### src/rtl/gter_pkg.sv
// Shared types and constants for the GTP-U echo responder.
// No dependencies.
`default_nettype none
package gter_pkg;
  localparam int BUF_WORDS = 24;
  localparam int ADDR_W    = $clog2(BUF_WORDS);
  localparam int CFG_IDX_W = 8;
  localparam int SUM_W     = 22;

  localparam logic [CFG_IDX_W-1:0] REG_IPV4_TTL  = 8'd0;
  localparam logic [CFG_IDX_W-1:0] REG_IPV6_HOP  = 8'd1;

  localparam logic [15:0] UDP_LEN   = 16'd22;
  localparam logic [15:0] GTP_LEN   = 16'd6;
  localparam logic [7:0]  GTP_ECHO_RESP = 8'd2;
  localparam logic [7:0]  IE_RECOVERY   = 8'd14;
  // pseudo header length + UDP length + GTP length + recovery IE type byte
  localparam logic [SUM_W-1:0] UDP_CONST = 22'h000e32;

  typedef enum logic [2:0] {
    S_IN, S_BAD, S_SCAN, S_DRAIN, S_FOLD, S_EMIT
  } state_t;
endpackage
`default_nettype wire

### src/rtl/gtpu_echo_responder_unit.sv
// GTP-U echo responder top level: header buffer, checksum scan, response emit.
// Depends on gter_pkg and gter_ram.
//
// channel | dir | handshake              | payload
// s_axis  | in  | s_axis_tvalid/tready   | tdata {frag_id, pkt_word}, tuser mode, tlast
// m_axis  | out | m_axis_tvalid/tready   | tdata {valid_bytes, resp_word}, tuser malformed, tlast
// cfg     | in  | cfg_valid/cfg_ready    | cfg_index, cfg_data
//
// Request words are taken one per cycle and written to the header RAM.
// After the last word the block stops taking input, reads need = H+5 header
// words (H = IP header words) to build checksums, then emits H+6 words, both
// paced by the one RAM read port; each emit read waits for the last to return.
// Synchronous reset clears control and loads TTL and hop limit with 64.
// A stalled output holds its item; the input stalls until the response is issued.
`default_nettype none
module gtpu_echo_responder_unit (
  input  logic                          clk,
  input  logic                          rst,
  input  logic                          s_axis_tvalid,
  output logic                          s_axis_tready,
  input  logic [47:0]                   s_axis_tdata,  // [31:0] pkt_word, [47:32] frag_id
  input  logic                          s_axis_tuser,  // mode
  input  logic                          s_axis_tlast,
  output logic                          m_axis_tvalid,
  input  logic                          m_axis_tready,
  output logic [39:0]                   m_axis_tdata,  // [31:0] resp_word, [34:32] valid_bytes
  output logic                          m_axis_tuser,  // malformed
  output logic                          m_axis_tlast,
  input  logic                          cfg_valid,
  output logic                          cfg_ready,
  input  logic [gter_pkg::CFG_IDX_W-1:0] cfg_index,
  input  logic [7:0]                    cfg_data
);
  import gter_pkg::*;

  state_t state, state_next;

  logic [7:0]  ttl, hop;
  logic [4:0]  cnt;
  logic        mode;
  logic [15:0] fid;
  logic [3:0]  ihl;
  logic [4:0]  need, hw;         // hw: IP header words
  logic [4:0]  idx;
  logic        sv, ev;           // scan / emit read outstanding
  logic [4:0]  rd_idx;
  logic [SUM_W-1:0] usum, isum, uadd, iadd;
  logic [7:0]  flags;
  logic        s_clr;
  logic [15:0] seq;
  logic [15:0] ipck, udpck;

  logic        in_acc, wr_en, issue_e, out_free, mode_eff;
  logic [3:0]  ihl_eff;
  logic [4:0]  n_words, need_eff;
  logic        bad;
  logic [ADDR_W-1:0] raddr;
  logic [31:0] d, ew;
  logic [2:0]  evb;
  logic        elast;
  logic [15:0] total;

  assign cfg_ready = 1'b1;
  assign in_acc    = s_axis_tvalid && s_axis_tready;
  assign wr_en     = in_acc && (cnt < 5'(BUF_WORDS));
  assign out_free  = !m_axis_tvalid || m_axis_tready;
  assign mode_eff  = (cnt == 5'd0) ? s_axis_tuser : mode;
  assign ihl_eff   = (cnt == 5'd0) ? s_axis_tdata[27:24] : ihl;
  assign n_words   = (cnt == 5'd31) ? cnt : cnt + 5'd1;
  assign need_eff  = mode_eff ? 5'd15 : {1'b0, ihl_eff} + 5'd5;
  assign bad       = (!mode_eff && (ihl_eff < 4'd5)) || (n_words < need_eff);
  assign total     = {10'd0, ihl, 2'b00} + UDP_LEN;

  function automatic logic [15:0] fold16(input logic [SUM_W-1:0] s);
    logic [16:0] t;
    t = {1'b0, s[15:0]} + {11'd0, s[SUM_W-1:16]};
    return t[15:0] + {15'd0, t[16]};
  endfunction

  // address swap for the emitted IP addresses
  always_comb begin
    raddr = ADDR_W'(idx);
    if (state == S_EMIT) begin
      if (!mode) begin
        if (idx == 5'd3) raddr = ADDR_W'(4);
        else if (idx == 5'd4) raddr = ADDR_W'(3);
      end else begin
        if (idx >= 5'd2 && idx <= 5'd5) raddr = ADDR_W'(idx + 5'd4);
        else if (idx >= 5'd6 && idx <= 5'd9) raddr = ADDR_W'(idx - 5'd4);
      end
    end
  end

  gter_ram #(.WIDTH(32), .DEPTH(BUF_WORDS)) u_ram (
    .clk   (clk),
    .we    (wr_en),
    .waddr (cnt[ADDR_W-1:0]),
    .wdata (s_axis_tdata[31:0]),
    .raddr (raddr),
    .rdata (d)
  );

  // next state
  always_comb begin
    state_next = state;
    unique case (state)
      S_IN:    if (in_acc && s_axis_tlast) state_next = bad ? S_BAD : S_SCAN;
      S_BAD:   if (out_free && !ev) state_next = S_IN;
      S_SCAN:  if (idx == need - 5'd1) state_next = S_DRAIN;
      S_DRAIN: state_next = S_FOLD;
      S_FOLD:  state_next = S_EMIT;
      S_EMIT:  if (issue_e && idx == hw + 5'd5) state_next = S_IN;
      default: state_next = S_IN;
    endcase
  end

  // outputs of the controller
  always_comb begin
    s_axis_tready = (state == S_IN);
    issue_e       = (state == S_EMIT) && !ev && out_free;
  end

  // checksum contributions of the scanned word
  always_comb begin
    uadd = '0;
    iadd = '0;
    if (sv) begin
      if ((!mode && (rd_idx == 5'd3 || rd_idx == 5'd4)) ||
          (mode && rd_idx >= 5'd2 && rd_idx <= 5'd9) || rd_idx == hw) begin
        uadd = SUM_W'(d[31:16]) + SUM_W'(d[15:0]);
      end else if (mode && rd_idx == 5'd1) begin
        uadd = SUM_W'(d[15:8]);
      end else if (rd_idx == hw + 5'd2) begin
        uadd = SUM_W'({(d[31:24] & 8'hfa) | 8'h02, GTP_ECHO_RESP}) + UDP_CONST;
      end else if (rd_idx == hw + 5'd4) begin
        uadd = s_clr ? '0 : SUM_W'(d[31:16]);
      end else if (!mode && rd_idx == 5'd2) begin
        uadd = SUM_W'(d[23:16]);
      end
      if (!mode) begin
        if (rd_idx == 5'd0) begin
          iadd = SUM_W'(16'(~d[15:0])) + SUM_W'(total);
        end else if (rd_idx == 5'd1) begin
          iadd = SUM_W'(16'(~d[31:16])) + SUM_W'(fid);
        end else if (rd_idx == 5'd2) begin
          iadd = SUM_W'(16'(~d[15:0])) + SUM_W'(16'(~d[31:16])) + SUM_W'({ttl, d[23:16]});
        end
      end
    end
  end

  // response word for the emitted index
  always_comb begin
    ew    = d;
    evb   = 3'd4;
    elast = 1'b0;
    priority if (rd_idx < hw) begin
      if (!mode) begin
        if (rd_idx == 5'd0) ew = {d[31:16], total};
        else if (rd_idx == 5'd1) ew = {fid, d[15:0]};
        else if (rd_idx == 5'd2) ew = {ttl, d[23:16], ipck};
      end else if (rd_idx == 5'd1) begin
        ew = {UDP_LEN, d[15:8], hop};
      end
    end else if (rd_idx == hw) begin
      ew = {d[15:0], d[31:16]};
    end else if (rd_idx == hw + 5'd1) begin
      ew = {UDP_LEN, udpck};
    end else if (rd_idx == hw + 5'd2) begin
      ew = {flags, GTP_ECHO_RESP, GTP_LEN};
    end else if (rd_idx == hw + 5'd3) begin
      ew = '0;
    end else if (rd_idx == hw + 5'd4) begin
      ew = {seq, 16'd0};
    end else begin
      ew    = {IE_RECOVERY, 24'd0};
      evb   = 3'd2;
      elast = 1'b1;
    end
  end

  always_ff @(posedge clk) begin
    if (rst) begin
      state         <= S_IN;
      ttl           <= 8'd64;
      hop           <= 8'd64;
      cnt           <= '0;
      mode          <= 1'b0;
      fid           <= '0;
      sv            <= 1'b0;
      ev            <= 1'b0;
      m_axis_tvalid <= 1'b0;
    end else begin
      state <= state_next;
      if (cfg_valid && cfg_ready) begin
        if (cfg_index == REG_IPV4_TTL) ttl <= cfg_data;
        else if (cfg_index == REG_IPV6_HOP) hop <= cfg_data;
      end
      if (in_acc) begin
        if (cnt == 5'd0) begin
          mode <= s_axis_tuser;
          fid  <= s_axis_tdata[47:32];
          ihl  <= s_axis_tdata[27:24];
        end
        if (s_axis_tlast) begin
          cnt  <= '0;
          need <= need_eff;
          hw   <= mode_eff ? 5'd10 : {1'b0, ihl_eff};
          idx  <= '0;
          usum <= '0;
          isum <= '0;
        end else if (cnt != 5'd31) begin
          cnt <= cnt + 5'd1;
        end
      end
      sv <= (state == S_SCAN);
      ev <= issue_e;
      if (state == S_SCAN || issue_e) begin
        rd_idx <= idx;
        idx    <= idx + 5'd1;
      end
      if (state == S_FOLD) begin
        idx   <= '0;
        ipck  <= ~fold16(isum);
        udpck <= (fold16(usum) == 16'hffff) ? 16'hffff : ~fold16(usum);
      end
      if (sv) begin
        usum <= usum + uadd;
        isum <= isum + iadd;
        if (rd_idx == hw + 5'd2) begin
          flags <= (d[31:24] & 8'hfa) | 8'h02;
          s_clr <= !d[25];
        end
        if (rd_idx == hw + 5'd4) seq <= s_clr ? 16'd0 : d[31:16];
      end
      if (ev) begin
        m_axis_tvalid <= 1'b1;
        m_axis_tdata  <= {5'd0, evb, ew};
        m_axis_tlast  <= elast;
        m_axis_tuser  <= 1'b0;
      end else if (state == S_BAD && out_free) begin
        m_axis_tvalid <= 1'b1;
        m_axis_tdata  <= '0;
        m_axis_tlast  <= 1'b1;
        m_axis_tuser  <= 1'b1;
      end else if (m_axis_tready) begin
        m_axis_tvalid <= 1'b0;
      end
    end
  end
endmodule
`default_nettype wire

### src/rtl/gter_ram.sv
// Generic single write port, single read port RAM with registered read.
// No dependencies.
`default_nettype none
module gter_ram #(
  parameter int WIDTH = 32,
  parameter int DEPTH = 24
) (
  input  logic                     clk,
  input  logic                     we,
  input  logic [$clog2(DEPTH)-1:0] waddr,
  input  logic [WIDTH-1:0]         wdata,
  input  logic [$clog2(DEPTH)-1:0] raddr,
  output logic [WIDTH-1:0]         rdata
);
  logic [WIDTH-1:0] mem [DEPTH];

  always_ff @(posedge clk) begin
    if (we) begin
      mem[waddr] <= wdata;
    end
    rdata <= mem[raddr];
  end
endmodule
`default_nettype wire

### config.mk
export PLATFORM = sky130hd
export DESIGN_NAME = gtpu_echo_responder_unit
export DESIGN_NICKNAME = d
export VERILOG_FILES = /design/src/rtl/gter_pkg.sv /design/src/rtl/gtpu_echo_responder_unit.sv /design/src/rtl/gter_ram.sv
export SDC_FILE = /design/constraint.sdc
export NUM_CORES = 2
export LEC_CHECK = 0
export BUFFER_PORTS_ARGS = -buffer_cell sky130_fd_sc_hd__buf_2
export CAP_MARGIN = 20
export CORE_MARGIN = 2
export CORE_UTILIZATION = 45
export DETAILED_ROUTE_END_ITERATION = 8
export GPL_ROUTABILITY_DRIVEN = 0
export PLACE_DENSITY_LB_ADDON = 0.15
export SLEW_MARGIN = 15
export SYNTH_ARGS = -nofsm -noshare
export SYNTH_HDL_FRONTEND = slang
export SYNTH_SLANG_ARGS = --single-unit
### constraint.sdc
create_clock -name clk -period 7.4 [get_ports clk]
set_clock_uncertainty 0.15 [all_clocks]
set_input_delay 0 -clock clk [delete_from_list [all_inputs] [get_ports clk]]
set_output_delay 0 -clock clk [all_outputs]
set_load 0.01 [all_outputs]
==> results.cfg <==
[pwr]
vdd_drop_max_v = 0.000224
p_per_area_mw_per_mm2 = 230
switching_share_pct = 23.3
pwr-share-clk_pct = 42.6
p_switching_mw = 2.96
sequentialPowerShare_pct = 49.5
p_int_mw = 9.76
p_leak_nw = 20.3
power_frac_comb_pct = 7.9

[clock_tree]
cts_buffer_depth = 3
htreeDepth = 3
clk_latency_ps = 710
clkTransAtPathRegs_ps = 60
cts_resized = 0
clk_root_buffer_cell = clkbuf_16
cts_tree = done
cts_made_buffers = 107
clock_sinks = 1001

[worst_setup_path]
path_class = flop to flop
setup.worst_path.start_class = flop
crit_fanout = 15
max_stage_delay_ps = 740
startpoint = rd_idx[0]
crit_buf_inv = 2
worst-endpoint-arrival_ps = 6460
critPathSlowestCell = or4_1
cp_top_family = simple AND/OR/NAND/NOR gates
critPathRequiredTime_ps = 7720
r2r_start = rd_idx[0]
critPathCaptureType = flop
worstPathCellList = clkinv_1, ha_1, nand2_1, or4_1, nor2_1, a21o_1, and3_1, a221oi_1, nor3_1, ha_1, inv_1, fa_1, nor2b_1, o21ai_0, a21o_1, a211o_1, a21oi_1, a221oi_1, a21oi_1, xor2_1, and2_1

[detailed_routing]
vias = 34500
drc = 0
wl_per_cell_um = 24.4
postRouteWirelength_mm = 145
routed_via_density = 5.83
drt_iter0_drc = 3480
first_pass_iters = 6
ant_nets = 0

[sta]
setup_viol = 0
finalHoldViolCount = 0
slew_headroom_pct = 17.8
setup_tns_ps = 0
whs_ps = 63.1
fmax_ghz = 0.163
drv_slew = 0
period_share_pct = 82.9
tightest_slew_ps = 1220
rsz0062_at_grt = false
fin_crit_ps = 6140

[logic_synthesis]
async_flop_share_pct = 0
synth_edf_count = 925
ys_ff_latch = 1001
synth.top_cell.area_share_pct = 57.7
ys.warnings.count = 0
syn_area_mm2 = 0.0481
synth_largest_area_cell = edfxtp_1
netlist_instances = 4246
synth_area_leaders = edfxtp_1 (58%), nand2_1 (7.3%), ha_1 (4.0%), dfxtp_1 (3.2%), nand3_1 (2.9%)
ys_types = 96
yosys_most_used_dff = edfxtp_1
syn_avg_cell_area_um2 = 11.3
synth_seq_area_share_pct = 60.9

[outcome]
status = complete, no violations

[die]
fp.dieW_um = 331
fp.dieArea_mm2 = 0.110
io_pins = 116
num_rows = 119
core_mm2 = 0.106
initial_core_util_pct = 45.5
die_h_um = 331

[placed_design]
placedCellCount = 5593
dp_hpwl_mm = 85.6
port_buffers = 108
place_area_mm2 = 0.0505

[grt]
grt_pass1_vias = 32600
grt_overflow = 0
grt_max_degree = 138
grt_pass1_wl_mm = 213
antenna_found_initial = 12
grt_usage_pct = 26.2

[layout]
syn2layout_area_growth_pct = 14.8
drive_above_1_share_pct = 9.70
final_common_cell = nand2_1
fin_area_mm2 = 0.0552
stdcell_count = 5919
final_cell_mix = nand2_1 (938), edfxtp_1 (925), nand3_1 (276), nor2_1 (184), and3_1 (173)
final_nets = 4671

[hold_path]
hp-start = cfg_data[6]
hp-class = input port to flop

[job]
drv_cap = 0
-- tightest hold or removal path, cell delays in order --
cell           delay (ps)
dlygate4sd3_1         530
buf_2                 110
inv_1                  30
nor2_1                 90
a211o_1                90
-- power groups by stage --
stage | registers (mW) | logic [mW] | clock network [mW]
2_1_floorplan | 6.39 | 0.612 | 0
6_report | 6.30 | 1.00 | 5.42
5_1_grt | 6.30 | 1.10 | 5.70
3_5_place_dp | 6.42 | 0.938 | 0
3_3_place_gp | 6.42 | 0.935 | 0
4_1_cts | 6.30 | 0.991 | 5.50
-- registers in the layout (all words and copies together), names as in the netlist, 8 cells and up --
name	flops
hop	8
seq	16
usum	22
isum	22
m_axis_tdata	34
u_ram.mem	768
udpck	16
u_ram.rdata	32
ttl	8
fid	16
ipck	16
-- worst paths after layout --
kind | endpoint | slack (ps) | cells past startpoint
hold reg to reg | hop[6] | 320 | 1
setup reg to reg | usum[18] | 1260 | 21
hold / removal | hop[6] | 60 | 5
setup / recovery | usum[18] | 1260 | 21
-- logic make-up (layout without fill, tap and decap cells) --
kind of cell,count (synthesis),count (layout),synth area share [%]
mux,50,50,1.06
flops,1001,1001,60.9
xor+xnor,145,145,2.67
buf+inv,361,635,3.12
other cells,2,10,0.0156
compound gates,676,676,10.2
simple gates,1841,1841,17.4
fa+ha+maj,170,170,4.66
-- layout make-up --
cell class	instances	area (µm²)
fill	9245	50500
sequential	1001	29300
multi-input combinational	2889	17600
clock buffer	143	2870
timing repair buffer	317	2560
tap	1391	1740
clock inverter	60	697
inverter	115	433
antenna	3	7.51
-- cells in the mapped netlist, types with 18 or more instances --
master    count
dfxtp_1      76
buf_2        68
clkbuf_1    142
o31ai_1      36
nor3b_1      19
nand3_1     276
and2_1       34
a221oi_1     21
a211oi_1     49
or3_1        19
edfxtp_1    925
a311o_1      32
inv_1       110
nand2_1     938
o21ai_1      21
mux2i_1      45
xnor2_1      85
xor2_1       58
ha_1        153
nor2b_1      22
a311oi_1     99
and3_1      173
a21o_1       39
nor3_1       51
o21ai_0      88
buf_1        22
a22oi_1      18
a21oi_1     126
nand2b_1     25
nor2_1      211
-- per-stage QoR --
step           total power, mW  worst slack [ps]  util, %
2_1_floorplan             7.00              2230        -
3_3_place_gp              7.35              1560     47.7
3_5_place_dp              7.36              1400     47.7
4_1_cts                   12.8              1330     52.2
5_1_grt                   13.1               802     52.2
6_report                  12.7              1260     52.2
-- metal layers --
metal	track usage (%)	part of all wire [%]	routed length [µm]
met1	35.5	42	61200
met2	43.0	48	68800
met4	9.25	3.7	5370
met5	0	0.066	95
met3	3.76	6.4	9190
-- timing repair --
item                       CTS  global route
hold buffers               120             0
hold endpoints to repair   843             0
setup endpoints to repair    0             0
buffers inserted             0             0
Note: power is estimated with default switching activity, not from simulation.
